[src/design/cht_free_enc.sv]
// ----------------------------------------------------------------------------
// cht_free_enc
// Registered lowest-free-slot encoder over the occupancy bits.
// Gives DEPTH when every slot is taken.
// ----------------------------------------------------------------------------
`default_nettype none

module cht_free_enc #(
	parameter int DEPTH = 128,
	parameter int FW    = 8
) (
	input  wire logic             clk,
	input  wire logic             arst_n,
	input  wire logic [DEPTH-1:0] valid,
	output logic      [FW-1:0]    free_q
);

	logic [DEPTH-1:0] free_bits;
	logic [DEPTH-1:0] lowest;
	logic [FW-1:0]    enc;

	always_comb begin
		free_bits = ~valid;
		lowest    = free_bits & (~free_bits + DEPTH'(1));
		enc       = '0;
		for (int i = 0; i < DEPTH; i++) begin
			if (lowest[i]) begin
				enc = enc | FW'(i);
			end
		end
		if (free_bits == '0) begin
			enc = FW'(DEPTH);
		end
	end

	always_ff @(posedge clk or negedge arst_n) begin
		if (!arst_n) begin
			free_q <= '0;
		end else begin
			free_q <= enc;
		end
	end

endmodule

`default_nettype wire

[config.mk]
export PLATFORM = sky130hd
export DESIGN_NAME = cht_free_enc
export DESIGN_NICKNAME = d
export VERILOG_FILES = /design/src/design/cht_free_enc.sv
export SDC_FILE = /design/constraint.sdc
export NUM_CORES = 1
export LEC_CHECK = 0
export BUFFER_PORTS_ARGS = -buffer_cell sky130_fd_sc_hd__buf_4
export CAP_MARGIN = 40
export CORE_MARGIN = 10
export CORE_UTILIZATION = 50
export DETAILED_ROUTE_END_ITERATION = 7
export GPL_ROUTABILITY_DRIVEN = 1
export PLACE_DENSITY = 0.84
export SLEW_MARGIN = 20
export SYNTH_ARGS = -nofsm -noshare
export SYNTH_HDL_FRONTEND = slang
export SYNTH_SLANG_ARGS = --single-unit
[constraint.sdc]
create_clock -name clk -period 0.8 [get_ports clk]
set_clock_uncertainty 0.05 [all_clocks]
set_input_delay 0.16 -clock clk [delete_from_list [all_inputs] [get_ports clk]]
set_output_delay 0.16 -clock clk [all_outputs]
set_load 0.05 [all_outputs]
==> flow_metrics.env, run 1 <==
export IMPL_stop_stage="detailed placement"
export IMPL_error="[ERROR DPL-0038] Utilization greater than 100%, impossible to legalize"
export IMPL_syn_avg_cell_area_um2=6.27
export IMPL_place_congestion=1.49
export IMPL_synth_area_mm2=0.00381
export IMPL_status="did not finish"
export IMPL_synth_edf_count=0
export IMPL_numPortBuffers=137
export IMPL_synth_distinct_cells=71
export IMPL_rows=31
export IMPL_die_h_um=107
export IMPL_synth_common_cells="nand2_1 (79), nor2_1 (67), nand4_1 (60)"
export IMPL_synth_top_area_cell="nand4_1"
export IMPL_ys_ff_latch=8
export IMPL_syn_inst=607
export IMPL_synth_area_top_cells="nand4_1 (9.9%), nor4_1 (8.4%), nand2_1 (7.8%)"
export IMPL_synth_async_reset_ratio=1.00
export IMPL_die_w_um=107
export IMPL_synth_top_area_frac=0.0986
export IMPL_synth_flop_cell="dfrtp_1"
export IMPL_synth_most_common_cell="nand2_1"
export IMPL_initial_utilization=0.520
export IMPL_io_pins=138
export IMPL_syn_nets=737
export IMPL_ys_seq_area_frac=0.0526
export IMPL_yosysWarnings=0
## cells by family after synthesis
family	Yosys count	share of synthesized area
and+or+nand+nor	470	0.721
AOI/OAI and AO/OA	104	0.199
buffers and inverters	25	0.0279
DFF	8	0.0526
## per-stage QoR
step	hold slack, ns	TNS (ns)	instance area [µm²]	std cells	setup slack (ns)
2_1_floorplan	-0.186	-9.48	3860	607	-1.28
3_3_place_gp	-0.0722	-11.73	7330	1147	-1.55
==> inputs of run 2 (changes only) <==
--- a/config.mk
+++ b/config.mk
@@ -8,10 +8,10 @@
 export BUFFER_PORTS_ARGS = -buffer_cell sky130_fd_sc_hd__buf_4
 export CAP_MARGIN = 40
 export CORE_MARGIN = 10
-export CORE_UTILIZATION = 50
+export CORE_UTILIZATION = 35
 export DETAILED_ROUTE_END_ITERATION = 7
 export GPL_ROUTABILITY_DRIVEN = 1
-export PLACE_DENSITY = 0.84
+export PLACE_DENSITY_LB_ADDON = 0.15
 export SLEW_MARGIN = 20
 export SYNTH_ARGS = -nofsm -noshare
 export SYNTH_HDL_FRONTEND = slang
==> run 2 against run 1 <==
Against the previous run:
- the flow now finishes, with violations (negative setup slack)
- synthesized cell count stayed put
- area after synthesis stayed put
==> flow_metrics.env, run 2 <==
export IMPL_overflow=0
export IMPL_synth_flop_cell="dfrtp_1"
export IMPL_power_density_mw_per_mm2=365
export IMPL_hp_class="input port to async pin"
export IMPL_htreeDepth=1
export IMPL_syn_nets=737
export IMPL_final_cells=1245
export IMPL_fmax_mhz=434
export IMPL_nNetsFinal=1237
export IMPL_gr_usage_all_layers=0.328
export IMPL_root_buffer="clkbuf_8"
export IMPL_synth_common_cells="nand2_1 (79), nor2_1 (67), nand4_1 (60)"
export IMPL_critPathTopFamily="simple AND/OR/NAND/NOR gates"
export IMPL_dp_cells=1210
export IMPL_area_growth_syn_to_layout_pct=122
export IMPL_wirelength_mm=28.2
export IMPL_synth_top_area_frac=0.0986
export IMPL_synth_most_common_cell="nand2_1"
export IMPL_diodes=0
export IMPL_synth_distinct_cells=71
export IMPL_place_area_mm2=0.00756
export IMPL_regMostFlops="free_q"
export IMPL_ys_ff_latch=8
export IMPL_finalHoldViolations=0
export IMPL_cts_num_sinks=8
export IMPL_startpoint="valid[41]"
export IMPL_drtIter0Drc=1235
export IMPL_io_pins=138
export IMPL_synth_area_mm2=0.00381
export IMPL_synth_edf_count=0
export IMPL_ys_seq_area_frac=0.0526
export IMPL_whs_ns=0.236
export IMPL_yosysWarnings=0
export IMPL_die_w_um=124
export IMPL_dieArea_mm2=0.0155
export IMPL_period_share=2.88
export IMPL_wl_per_cell_um=22.7
export IMPL_maxCapViolations=0
export IMPL_synth_async_reset_ratio=1.00
export IMPL_setup_worst_path_start_class="input port"
export IMPL_path_cells="buf_4 -> buf_4 -> nand4_1 -> nor3_1 -> nand4_1 -> buf_4 -> nor4_2 -> a2111o_1 -> nand4b_1 -> or4_1"
export IMPL_cts_buffers=3
export IMPL_violations="negative setup slack"
export IMPL_reg_top3="free_q x8"
export IMPL_cp_max_fo=5
export IMPL_largest_reg_flops=8
export IMPL_drive_above_1_share=0.552
export IMPL_clk_pin_slew_ns=0.04
export IMPL_final_area_mm2=0.00846
export IMPL_slew_viol_final=0
export IMPL_syn_avg_cell_area_um2=6.27
export IMPL_vias=8026
export IMPL_peakVddDrop_v=0.000617
export IMPL_path_buf_inv=3
export IMPL_status="finished with violations"
export IMPL_grt_max_degree=15
export IMPL_synth_area_top_cells="nand4_1 (9.9%), nor4_1 (8.4%), nand2_1 (7.8%)"
export IMPL_hpwl_mm=23.4
export IMPL_coreArea_mm2=0.0107
export IMPL_grt_pass1_vias=7807
export IMPL_setup_viol=16
export IMPL_arrival_ns=2.35
export IMPL_layout_common_cells="buf_4 (462), nand2_1 (75), nand4_1 (60)"
export IMPL_relSlewSlack=0.588
export IMPL_rows=38
export IMPL_grt_pass1_wl_mm=42.0
export IMPL_endpoint_kind="flop"
export IMPL_initial_utilization=0.354
export IMPL_drc=0
export IMPL_clock_path_buffers=2
export IMPL_crit_top_cell="buf_4"
export IMPL_cpPeakStageDelay_ns=0.56
export IMPL_setup_ws_ns=-1.50
export IMPL_tritoncts="done"
export IMPL_crit_slowest_cell="or4_1"
export IMPL_finalCriticalPeriod_ns=2.30
export IMPL_crit_type="input port to flop"
export IMPL_layout_commonest_cell="buf_4"
export IMPL_leakagePower_nw=3.70
export IMPL_die_h_um=124
export IMPL_place_congestion=1.17
export IMPL_synth_top_area_cell="nand4_1"
export IMPL_place_ws_ns=-1.76
export IMPL_worstMarginPinSlew_ns=0.614
export IMPL_syn_inst=607
export IMPL_numPortBuffers=137
export IMPL_antenna_found_initial=1
export IMPL_vias_per_cell=6.45
export IMPL_drt_pass1_iter_count=8
export IMPL_rsz0062_at_grt="yes"
export IMPL_critPathRequiredTime_ns=0.85
export IMPL_ant_nets=0
## run 2: stage by stage
stage	power (mW)	setup TNS, ns	utilization
after CTS	2.98	-11.54	0.752
after detailed placement	2.39	-13.39	0.704
after global placement	2.34	-13.74	0.704
final	3.09	-12.44	0.787
after floorplan	0.817	-9.48	-
after global routing	3.23	-13.08	0.787
## run 2: cell families after synthesis
family                 Yosys count  share of synthesized area
and+or+nand+nor                470                      0.721
buffers and inverters           25                     0.0279
AOI/OAI and AO/OA              104                      0.199
DFF                              8                     0.0526
## run 2: area by class of cell
type | instances | area [µm²]
clock buffer | 3 | 41.3
fill | 817 | 2290
inverter | 17 | 63.8
multi-input combinational | 574 | 4020
sequential | 8 | 200
tap | 140 | 175
timing repair buffer | 503 | 3950
## run 2: metal layers
| metal | GRT usage | vias up | routed length (µm) | part of all wire |
|---|---|---|---|---|
| met1 | 0.381 | 3738 | 10400 | 0.37 |
| li1 | - | 3489 | - | - |
| met4 | 0.121 | 2 | 1320 | 0.047 |
| met5 | 0 | - | 7 | 0.00025 |
| met3 | 0.145 | 145 | 4090 | 0.14 |
| met2 | 0.520 | 652 | 12400 | 0.44 |
## run 2: repair_timing
item / CTS / global route
hold buffers: 1 / 0
pin swaps: 26 / 26
resized for setup: 74 / 56
hold endpoints to repair: 8 / 0
endpoints found under the setup margin: 16 / 16
buffers inserted: 15 / 19
## run 2: final timing paths
path                             end  slack, ns  cells after the start
worst min-delay path       free_q[0]       0.24                      2
min in group clk           free_q[7]       0.34                      5
worst max-delay path       free_q[2]      -1.50                     10
max in group asynchronous  free_q[1]       0.34                      2
## run 2: power breakdown
group / leakage (nW) / total [mW] / switching (mW) / internal, mW
clock network: 0.0216 / 0.498 / 0.171 / 0.327
registers: 0.109 / 0.418 / 0.00357 / 0.414
logic: 3.57 / 2.18 / 0.989 / 1.19
total: 3.70 / 3.09 / 1.16 / 1.93
Note: power is estimated with default switching activity, not from simulation.
==> inputs of run 3 (changes only) <==
--- a/config.mk
+++ b/config.mk
@@ -7,8 +7,8 @@
 export LEC_CHECK = 0
 export BUFFER_PORTS_ARGS = -buffer_cell sky130_fd_sc_hd__buf_4
 export CAP_MARGIN = 40
-export CORE_MARGIN = 10
 export CORE_UTILIZATION = 35
+export CTS_BUF_LIST = sky130_fd_sc_hd__clkbuf_2 sky130_fd_sc_hd__clkbuf_4 sky130_fd_sc_hd__clkbuf_8
 export DETAILED_ROUTE_END_ITERATION = 7
 export GPL_ROUTABILITY_DRIVEN = 1
 export PLACE_DENSITY_LB_ADDON = 0.15
==> run 3 against run 2 <==
Against the previous run:
- the flow still finishes with violations (negative setup slack)
- utilization grew 6.4 points
- non-clock buffer count rose by 5
- first-iteration DRC count rose by 0.49%
- hold slack got worse by 0.0042 ns
- critical path type unchanged
- largest cell class unchanged
==> flow_metrics.env, run 3 (same netlist as run 2, synthesis figures left out) <==
export IMPL_die_h_um=106
export IMPL_reg_top3="free_q x8"
export IMPL_worstMarginPinSlew_ns=0.779
export IMPL_nNetsFinal=1243
export IMPL_crit_top_cell="buf_4"
export IMPL_root_buffer="clkbuf_8"
export IMPL_relSlewSlack=0.475
export IMPL_setup_worst_path_start_class="input port"
export IMPL_power_total_mw=3.28
export IMPL_grt_use_met1=0.587
export IMPL_leakagePower_nw=3.98
export IMPL_drtIter0Drc=1241
export IMPL_status="finished with violations"
export IMPL_rows=37
export IMPL_hp_class="input port to async pin"
export IMPL_die_w_um=106
export IMPL_grt_max_degree=11
export IMPL_met2_usage=0.795
export IMPL_path_cells="buf_4 -> nand3_2 -> buf_6 -> buf_12 -> nor4_4 -> buf_4 -> buf_4 -> nand3_1 -> o21ai_0 -> a31o_2 -> a211o_1 -> nor3_1 -> nand3_1"
export IMPL_wirelength_mm=30.5
export IMPL_violations="negative setup slack"
export IMPL_largest_reg_flops=8
export IMPL_setup_viol=16
export IMPL_setup_ws_ns=-1.47
export IMPL_whs_ns=0.232
export IMPL_top_usage_layer="met2"
export IMPL_place_congestion=1.13
export IMPL_crit_type="input port to flop"
export IMPL_diodes=0
export IMPL_clk_pin_slew_ns=0.05
export IMPL_regArea_um2=200
export IMPL_slew_viol_final=0
export IMPL_tritoncts="done"
export IMPL_critPathRequiredTime_ns=0.84
export IMPL_crit_slowest_cell="a31o_2"
export IMPL_layout_common_cells="buf_4 (445), nand2_1 (69), nor2_1 (61)"
export IMPL_coreArea_mm2=0.0104
export IMPL_grt_pass1_wl_mm=42.4
export IMPL_overflow=0
export IMPL_place_area_mm2=0.00753
export IMPL_nFillCells=629
export IMPL_htreeDepth=1
export IMPL_endpoint_kind="flop"
export IMPL_multiInputGateArea_mm2=0.00426
export IMPL_maxCapViolations=0
export IMPL_finalCriticalPeriod_ns=2.27
export IMPL_drc=0
export IMPL_dieArea_mm2=0.0113
export IMPL_use_met3=0.118
export IMPL_layout_commonest_cell="buf_4"
export IMPL_io_pins=138
export IMPL_vias=8557
export IMPL_cts_num_sinks=8
export IMPL_numPortBuffers=137
export IMPL_wl_per_cell_um=24.5
export IMPL_vias_per_cell=6.86
export IMPL_rsz0062_at_grt="yes"
export IMPL_initial_utilization=0.366
export IMPL_regMostFlops="free_q"
export IMPL_clock_path_buffers=2
export IMPL_peakVddDrop_v=0.000367
export IMPL_final_area_mm2=0.00887
export IMPL_cp_max_fo=4
export IMPL_hpwl_mm=22.6
export IMPL_finalHoldViolations=0
export IMPL_arrival_ns=2.31
export IMPL_drt_pass1_iter_count=7
export IMPL_period_share=2.83
export IMPL_area_growth_syn_to_layout_pct=133
export IMPL_ant_nets=0
export IMPL_cpPeakStageDelay_ns=0.35
export IMPL_power_density_mw_per_mm2=370
export IMPL_cts_buffers=3
export IMPL_antenna_found_initial=0
export IMPL_fmax_mhz=441
export IMPL_gr_usage_all_layers=0.489
export IMPL_grt_pass1_vias=7920
export IMPL_drive_above_1_share=0.574
==> run 3: final timing paths <==
check | from | to | slack (ns)
max | valid[5] | free_q[3] | -1.47
min | arst_n | free_q[3] | 0.23
max in group asynchronous | arst_n | free_q[7] | 0.34
min in group clk | valid[127] | free_q[7] | 0.40
==> run 3: cell type report <==
cell class | count | share of cell area
Multi-Input combinational cell | 575 | 0.481
Tap cell | 136 | 0.0192
Clock buffer | 3 | 0.00466
Timing Repair Buffer | 508 | 0.466
Sequential cell | 8 | 0.0226
Inverter | 17 | 0.00720
==> run 3: timing repair <==
item | 4_1_cts | 5_1_grt
hold buffers | 1 | 0
hold endpoints to repair | 8 | 0
cloned | 1 | 0
pin swaps | 43 | 41
resized for setup | 105 | 91
buffers inserted | 21 | 21
endpoints found under the setup margin | 16 | 16
==> run 3: where the power goes <==
| part | leakage (nW) | switching (mW) | internal, mW |
|---|---|---|---|
| clock | 0.0216 | 0.193 | 0.329 |
| sequential | 0.109 | 0.00618 | 0.414 |
| combinational | 3.85 | 1.10 | 1.24 |
==> run 3: stage by stage <==
step	std cells	setup TNS (ns)	util	setup WS, ns
2_1_floorplan	607	-9.48	-	-1.28
5_1_grt	1247	-12.60	0.851	-1.46
3_5_place_dp	1204	-14.81	0.723	-2.02
4_1_cts	1228	-11.36	0.796	-1.35
3_3_place_gp	1204	-15.15	0.723	-2.11
6_report	1247	-12.28	0.851	-1.47
==> run 3: worst max-delay path, delay by kind of cell <==
family | cells | cell delay [ns]
buffers and inverters | 5 | 0.68
and+or+nand+nor | 5 | 0.57
AOI/OAI and AO/OA | 3 | 0.88
==> run 3: metal layers <==
metal | share of wire | vias up
li1 | - | 3509
met1 | 0.33 | 3899
met2 | 0.42 | 854
met3 | 0.15 | 295
met4 | 0.096 | 0
met5 | 0 | -
