### config.mk
export PLATFORM = sky130hd
export DESIGN_NAME = cht_ram
export DESIGN_NICKNAME = d
export VERILOG_FILES = /design/src/design/cht_ram.sv
export SDC_FILE = /design/constraint.sdc
export NUM_CORES = 1
export LEC_CHECK = 0
export ABC_AREA = 1
export CORE_MARGIN = 2
export CORE_UTILIZATION = 35
export DETAILED_ROUTE_END_ITERATION = 12
export DONT_BUFFER_PORTS = 1
export RECOVER_POWER = 100
export SLEW_MARGIN = 20
export SYNTH_ARGS = -nofsm -noshare
export SYNTH_HDL_FRONTEND = slang
export SYNTH_SLANG_ARGS = --single-unit
export TNS_END_PERCENT = 100
### constraint.sdc
create_clock -name clk -period 1 [get_ports clk]
set_input_delay 0.1 -clock clk [delete_from_list [all_inputs] [get_ports clk]]
set_output_delay 0.1 -clock clk [all_outputs]
set_load 0.02 [all_outputs]
### src/design/cht_ram.sv
// ----------------------------------------------------------------------------
// cht_ram
// Generic single-clock RAM, one write port, one read port, registered read.
// ----------------------------------------------------------------------------
`default_nettype none

module cht_ram #(
	parameter int WIDTH = 8,
	parameter int DEPTH = 16
) (
	input  wire logic                     clk,
	input  wire logic                     we,
	input  wire logic [$clog2(DEPTH)-1:0] waddr,
	input  wire logic [WIDTH-1:0]         wdata,
	input  wire logic                     re,
	input  wire logic [$clog2(DEPTH)-1:0] raddr,
	output logic      [WIDTH-1:0]         rdata
);

	logic [WIDTH-1:0] mem_q [DEPTH];

	always_ff @(posedge clk) begin
		if (we) begin
			mem_q[waddr] <= wdata;
		end
		if (re) begin
			rdata <= mem_q[raddr];
		end
	end

endmodule

`default_nettype wire

==> flow_summary.ini, run 1 <==
[route]
drc = 0
drt_pass1_iterations = 5
vias = 3802
drt-total-wl_mm = 13.25
postRouteAntennaNets = 0
vias_per_cell = 4.694
drt_iter0_drc = 356
drt-wirelength-per-cell_microns = 16.36

[clock_tree]
ctsHtreeMaxLevel = 4
clock_latency_ps = 420
ctsHoldBuffers = 9
post_cts_buffers = 0
cts.clk_slew.worst_paths_ps = 50
root_buffer = clkbuf_16
cts_made_buffers = 17
cts_tree = built
cts_buffer_depth = 2
cts.sinks = 136

[timing]
setup_viol_count_final = 11
drv_slew = 0
max_clock_freq_mhz = 934.4
grt_setup_unrepaired = true
finalWorstSetupSlack_ps = -70.24
hold_viol = 8
worst_slew_pin_slew_ps = 795.2
finalSetupTns_ps = -413.0
fin_crit_ps = 1070
finalClockSkew_ps = 8.388
relSlewSlack = 0.4699
timing.hold.ws_ps = -86.70
fin_crit_sh = 1.070

[worst_setup_path]
worst-path-buf-inv = 1
cp.depth = 6
crit_path_frequent_cell = nand3_1
start_kind = flip-flop
crit_path_max_incr_delay_ps = 360
cp_max_fo = 1
cpLargestDelayFamily = simple AND/OR/NAND/NOR gates
worstPathRequired_ps = 1150
endpoint_kind = flip-flop
worst_r2r_path_depth = 6
cp_cell_sequence = inv_1 -> nand2_1 -> nand3_1 -> nand3_1 -> nand3_2 -> nand2_2
timing.rr.end = rdata[0]
reg2reg_slack_ps = -70
cp_slowest_cell = edfxtp_1
r2r_start = mem_q[6][0]
arrival_ps = 1220
critPathKind = flip-flop to flip-flop

[synth]
yosysWarnings = 0
ys_types = 11
syn_area_sq_um = 5847
synth.avg_cell_area_sq_um = 10.61
synth_seq_cells = 136
syn_inst = 551
synth.net_count = 570
synth_seq_area_share = 0.6985

[floorplan]
io_pins = 27
design.core.area_sq_um = 16470
die_h_microns = 133.3
die_w_microns = 133.3
initial_core_util = 0.3551
fp-row-count = 47
die_area_sq_um = 17760

[pwr]
p_clk_frac = 0.417
p_sw_frac = 0.2133
ir_drop_v = 0.001129
powerDensity_nw_per_um2 = 1799
seqPwrFrac = 0.527
pwr-share-comb = 0.056
power_switching_mw = 2.636
power.total_mw = 12.35
intPower_mw = 9.718
leakage_nw = 2.864

[global_route]
grt_pass1_wl_mm = 21.00
grt_pass1_vias = 3889
gr-total-overflow = 0
antenna_found_initial = 0
grt_max_degree = 66
grtUsageTotal = 0.1590

[min_path]
min_path_type = input port to flip-flop
holdPathEnd = rdata[6]
hold_path_depth = 2
holdCritStartpoint = raddr[3]

[placed_design]
dpl_cell_area_sq_um = 6226
hpwl_mm = 8.121
gp_congestion = 0.8123
place_ws_ps = -180.5
portBuffers = 0

[layout]
multi_input_area_sq_um = 1391
final_cell_mix = 168 x nand2_1, 136 x edfxtp_1, 99 x inv_1
syn_to_final_growth_pct = 17.42
diodes = 0
final_common_cell = nand2_1
nNetsFinal = 599
final_cell_area_sq_um = 6865
regArea_sq_um = 4084
fillers = 1563
drive_gt1_frac = 0.1305

[status]
failed_checks = hold timing, setup timing
status = finished with violations

[run]
drv_cap = 0
cells by family after synthesis:
family,Yosys count,synth area share
buffers and inverters,126,0.09394
flip-flops,136,0.6985
AND/OR/NAND/NOR,289,0.2076
stage by stage:
stage,util,std cells,hold slack (ps)
finish,0.4169,810,-86.70
global route,0.4169,810,-94.16
CTS,0.4182,810,-103.4
detailed placement,0.3781,772,199.7
global placement,0.3781,772,199.8
floorplan,-,551,198.9
worst register-to-register path: stages (launching register included):
cell and delay, ps:
edfxtp_1 360, inv_1 70, nand2_1 50, nand3_1 70
nand3_1 100, nand3_2 80, nand2_2 90
synthesized netlist by cell type:
master / instances / area share
edfxtp_1: 136 / 0.70
nand2_1: 173 / 0.11
nand3_1: 97 / 0.083
buf_6: 6 / 0.012
buf_4: 4 / 0.0051
buf_2: 13 / 0.011
inv_2: 2 / 0.0013
buf_1: 1 / 0.00064
nand3b_1: 2 / 0.0026
nor2_1: 17 / 0.011
inv_1: 100 / 0.064
area by class of cell:
cell class	instances	share of cell area
Multi-Input combinational cell	289	0.2027
Timing Repair Buffer	34	0.03754
Inverter	102	0.05577
Clock buffer	20	0.06360
Clock inverter	9	0.005467
Tap cell	220	0.04009
Sequential cell	136	0.5949
how the worst max path moves through the flow:
stage | from | to | slack, ps
after global routing | mem_q[12][0] | rdata[0] | -140
after floorplan | waddr[2] | mem_q[10][0] | -50
after CTS | mem_q[6][0] | rdata[0] | -70
final | mem_q[6][0] | rdata[0] | -70
after detailed placement | raddr[0] | rdata[7] | -180
after global placement | raddr[0] | rdata[2] | -150
power by group through the flow:
stage	registers (mW)	clock network [mW]	logic [mW]
finish	6.51	5.15	0.697
global route	6.51	5.51	0.781
CTS	6.51	5.22	0.694
detailed placement	6.62	0	0.545
global placement	6.62	0	0.534
floorplan	6.61	0	0.452
layer usage:
layer	track usage	wire, microns	up-vias
met5	0	0	-
met4	0.07270	249	0
met1	0.2035	5930	1832
met2	0.2572	6433	114
met3	0.03805	640	19
li1	-	-	1837
registers in the layout, indices dropped and copies added (netlist names):
register and cells:
mem_q 128, rdata 8
timing repair:
action | in CTS | in global routing
hold endpoints to repair | 144 | 8
endpoints found under the setup margin | 13 | 32
pin swaps | 14 | 8
resized for setup | 21 | 19
Power figures use the tool's default switching activity.
==> run 2: changes to the inputs <==
CORE_UTILIZATION = 40   (was 35)
clock period = 1.3 ns   (was 1 ns; I/O delays follow)
==> run 2 against run 1 <==
Against the previous run:
- the flow now finishes without violations
- worst setup slack improved by 180 ps
- critical path type unchanged
- die area fell by 12%
- routed wire length fell by 0.39%
- first-iteration DRC count rose by 19%
- clock skew barely moved
- via count fell by 0.24%
- utilization rose by 4.9 points
- critical path depth did not move
- count of clock-buffer cells in the layout fell by 1
- sequential share of layout area rose by 1.3 points
- largest cell class unchanged
- combinational power fell by 28%
==> flow_summary.ini, run 2 (same netlist as run 1, synthesis figures left out) <==
[pwr]
pwr-share-comb = 0.050
leakage_nw = 2.807
ir_drop_v = 0.0008772
seqPwrFrac = 0.494
p_sw_frac = 0.2032
p_clk_frac = 0.456
intPower_mw = 8.068
power_switching_mw = 2.058
powerDensity_nw_per_um2 = 1506

[layout]
nNetsFinal = 597
syn_to_final_growth_pct = 14.96
largest_reg_flops = 128
post-route-util = 0.4660
regArea_sq_um = 4084
fillers = 1309
final_cell_mix = 173 x nand2_1, 136 x edfxtp_1, 100 x inv_1
drive_gt1_frac = 0.05245
diodes = 0
final_common_cell = nand2_1
multi_input_area_sq_um = 1214
largest_register = mem_q
reg_top3 = mem_q: 128 flops, rdata: 8 flops

[route]
wl_met2_mm = 6.306
dr.max_layer_used = met4
postRouteAntennaNets = 0
drt-wirelength-per-cell_microns = 17.03
wl_met1_mm = 6.009
drc = 0
vias_per_cell = 4.894
vias = 3793
drt-total-wl_mm = 13.20
wl_met3_microns = 715
drt_iter0_drc = 425
drt_pass1_iterations = 5

[worst_setup_path]
critPathKind = flip-flop to flip-flop
worstPathRequired_ps = 1450
arrival_ps = 1340
start_kind = flip-flop
endpoint_kind = flip-flop
cp_max_fo = 1
crit_path_max_incr_delay_ps = 360
crit_path_frequent_cell = nand3_1
reg2reg_slack_ps = 110
cp_cell_sequence = inv_1 -> nand2_1 -> nand3_1 -> nand3_1 -> nand3_1 -> nand2_1
cp_slowest_cell = edfxtp_1
r2r_start = mem_q[1][7]
timing.rr.end = rdata[7]
startpoint = mem_q[1][7]
worst_r2r_path_depth = 6

[clock_tree]
post_cts_buffers = 0
cts.clk_slew.worst_paths_ps = 60
cts_resized = 0
root_buffer = clkbuf_16
cts_buffer_depth = 2
cts_tree = built
clock_latency_ps = 420
ctsHtreeMaxLevel = 4
cts_made_buffers = 17
cts.sinks = 136

[timing]
grt_setup_unrepaired = false
timing.hold.ws_ps = 18.02
setup_viol_count_final = 0
fin_crit_ps = 1189
finalSetupTns_ps = 0
finalClockSkew_ps = 8.486
drv_slew = 0
fin_crit_sh = 0.9146
hold_viol = 0
relSlewSlack = 0.4537
worst_slew_pin_slew_ps = 816.8
max_clock_freq_mhz = 841.0

[global_route]
grt_pass1_vias = 3728
grtUsageTotal = 0.1776
antenna_found_initial = 0
grt_max_degree = 66
grt_pass1_wl_mm = 20.57
gr-total-overflow = 0

[floorplan]
die_area_sq_um = 15600
die_h_microns = 124.9
io_pins = 27
design.core.area_sq_um = 14420
die_w_microns = 124.9
initial_core_util = 0.4054
fp-row-count = 44

[placed_design]
portBuffers = 0
gp_congestion = 0.8594
hpwl_mm = 8.181

[min_path]
holdCritStartpoint = raddr[2]
holdPathEnd = rdata[6]
min_path_type = input port to flip-flop
hold_path_depth = 3

[status]
status = completed

[run]
drv_cap = 0
-- run 2: worst max-delay path by stage --
| stage | slack [ps] | endpoint |
|---|---|---|
| after CTS | 130 | rdata[1] |
| final | 110 | rdata[7] |
| after detailed placement | 140 | rdata[1] |
| after global placement | 160 | rdata[2] |
| after global routing | 20 | rdata[7] |
| after floorplan | 220 | mem_q[10][0] |
-- run 2: repair_timing --
item	CTS	global route
endpoints found under the hold margin	143	0
endpoints found under the setup margin	0	0
hold buffers	10	0
-- run 2: power by group through the flow --
| stage | sequential (mW) | clock [mW] | combinational [mW] |
|---|---|---|---|
| final | 5.01 | 4.62 | 0.503 |
| after global routing | 5.01 | 4.88 | 0.564 |
| after CTS | 5.00 | 4.69 | 0.518 |
| after detailed placement | 5.09 | 0 | 0.411 |
| after global placement | 5.09 | 0 | 0.404 |
| after floorplan | 5.08 | 0 | 0.346 |
-- run 2: per-layer routing --
layer	GRT usage	up-vias
met5	0	-
met4	0.06144	0
met3	0.04811	14
met2	0.2809	104
met1	0.2386	1837
li1	-	1838
-- run 2: through the flow --
step                      worst slack [ps]  area (sq um)  total power [mW]  cells
final                                111.0          6721             10.13    775
after global routing                 22.69          6721             10.46    775
after CTS                            127.9          6782             10.21    775
after detailed placement             139.2          6113             5.505    733
after global placement               161.6          6113             5.495    733
after floorplan                      219.2          5847             5.427    551
-- run 2: layout make-up --
class,instances,share of cell area
multi-input cells,289,0.1806
clock inverters,13,0.02010
flip-flops and latches,136,0.6076
well taps,184,0.03425
inverters,102,0.05696
clock buffers,19,0.06441
repair buffers,32,0.03611
-- run 2: critical path: cells and delay by family (launching register included) --
family	cells	cell delay, ps
flip-flops	1	360
buffers and inverters	1	60
AND/OR/NAND/NOR	5	500
==> run 3: changes to the inputs <==
clock period = 1.4 ns   (was 1.3 ns; I/O delays follow)
==> run 3 against run 2 <==
Against the previous run:
- fmax is 1.5% higher
- combinational power decreased by 7.6%
- sequential power shrank 7.2%
- non-clock buffer count fell by 2
==> flow_summary.ini, run 3 (same netlist as run 1, synthesis figures left out) <==
[status]
status = completed

[route]
drt_iter0_drc = 529
drc = 0
vias_per_cell = 4.938
vias = 3817
postRouteAntennaNets = 0
drt-wirelength-per-cell_microns = 17.58
drt_pass1_iterations = 5
drt-total-wl_mm = 13.59

[layout]
diodes = 0
final_common_cell = nand2_1
nNetsFinal = 595
drive_gt1_frac = 0.05772
final_cell_mix = 173 x nand2_1, 136 x edfxtp_1, 100 x inv_1
largest_reg_flops = 128
reg_top3 = mem_q: 128 flops, rdata: 8 flops
syn_to_final_growth_pct = 15.66
largest_register = mem_q

[timing]
fin_crit_ps = 1171
finalSetupTns_ps = 0
worst_slew_pin_slew_ps = 817.8
drv_slew = 0
finalClockSkew_ps = 4.799
grt_setup_unrepaired = false
hold_viol = 0
finalWorstSetupSlack_ps = 228.9
relSlewSlack = 0.4530
timing.hold.ws_ps = 17.27
setup_viol_count_final = 0
fin_crit_sh = 0.8365
max_clock_freq_mhz = 853.9

[worst_setup_path]
cp_max_fo = 1
start_kind = flip-flop
critPathKind = flip-flop to flip-flop
worstPathRequired_ps = 1570
arrival_ps = 1340
endpoint_kind = flip-flop
worst_r2r_path_depth = 6

[min_path]
min_path_type = input port to flip-flop
hold_path_depth = 3

[placed_design]
gp_congestion = 0.8170
place_ws_ps = 139.9
hpwl_mm = 8.250
portBuffers = 0

[floorplan]
design.core.area_sq_um = 14420
fp-row-count = 44
io_pins = 27
die_h_microns = 124.9
initial_core_util = 0.4054
die_area_sq_um = 15600
die_w_microns = 124.9

[clock_tree]
cts_resized = 0
cts_tree = built
clock_latency_ps = 420
ctsHtreeMaxLevel = 4
post_cts_buffers = 0
cts.clk_slew.worst_paths_ps = 60
cts_buffer_depth = 2
cts_made_buffers = 17
cts.sinks = 136
root_buffer = clkbuf_16

[global_route]
grtUsageTotal = 0.1825
gr-total-overflow = 0
grt_pass1_vias = 3809
grt_pass1_wl_mm = 21.19
antenna_found_initial = 0
grt_max_degree = 66

[pwr]
power.total_mw = 9.868
powerDensity_nw_per_um2 = 1459
leakage_nw = 2.808
ir_drop_v = 0.0008819

[run]
drv_cap = 0
## run 3: changes by cell type in the layout (fill, tap and decap cells not counted), sizes merged
cell / before / now
clkinv: 10 / 4
dlygate4sd3: 10 / 11
buf: 6 / 3
clkinvlp: 0 / 5
clkbuf: 35 / 34
bufinv: 3 / 5
## run 3: metal layers
metal	routed length [microns]	track usage	up-vias	part of all wire
li1	-	-	1827	-
met1	6129	0.2419	1843	0.45
met2	6414	0.2870	124	0.47
met3	695	0.04124	23	0.051
met4	347	0.08693	0	0.026
met5	0	0	-	0
## run 3: cell type report
cell class	count	area (sq um)
Tap cell	184	230.2
Timing Repair Buffer	30	217.7
Fill cell	1334	7661
Clock buffer	18	429.2
Sequential cell	136	4084
Multi-Input combinational cell	289	1214
Clock inverter	14	205.2
Inverter	102	382.9
## run 3: where the power goes
group / leakage, nW / switching, mW / internal [mW]
Clock: 0.293 / 1.62 / 3.13
Combinational: 1.28 / 0.321 / 0.144
Sequential: 1.24 / 0.0558 / 4.59
Total: 2.81 / 2.00 / 7.87
## run 3: metrics by stage
step / util / instance area [sq um] / instances
after detailed placement: 0.4214 / 6078 / 730
after CTS: 0.4730 / 6823 / 773
final: 0.4689 / 6763 / 773
after global placement: 0.4214 / 6078 / 730
after floorplan: - / 5847 / 551
after global routing: 0.4689 / 6763 / 773
## run 3: path summary, 6_finish.rpt
check	startpoint	end	slack, ps
worst max-delay path	mem_q[4][2]	rdata[2]	230
worst min-delay path	raddr[2]	rdata[4]	20
worst max register to register	mem_q[4][2]	rdata[2]	230
worst min register to register	mem_q[14][4]	rdata[4]	750
## run 3: critical path, stage by stage, from the launching register on
cell and delay (ps):
edfxtp_1 350, inv_1 60, nand2_1 50, nand3_1 70, nand3_1 140, nand3_1 160
nand2_1 90
## run 3: what timing repair did
action / CTS / global route
endpoints found under the setup margin: 0 / 0
hold buffers: 11 / 0
hold endpoints to repair: 144 / 0
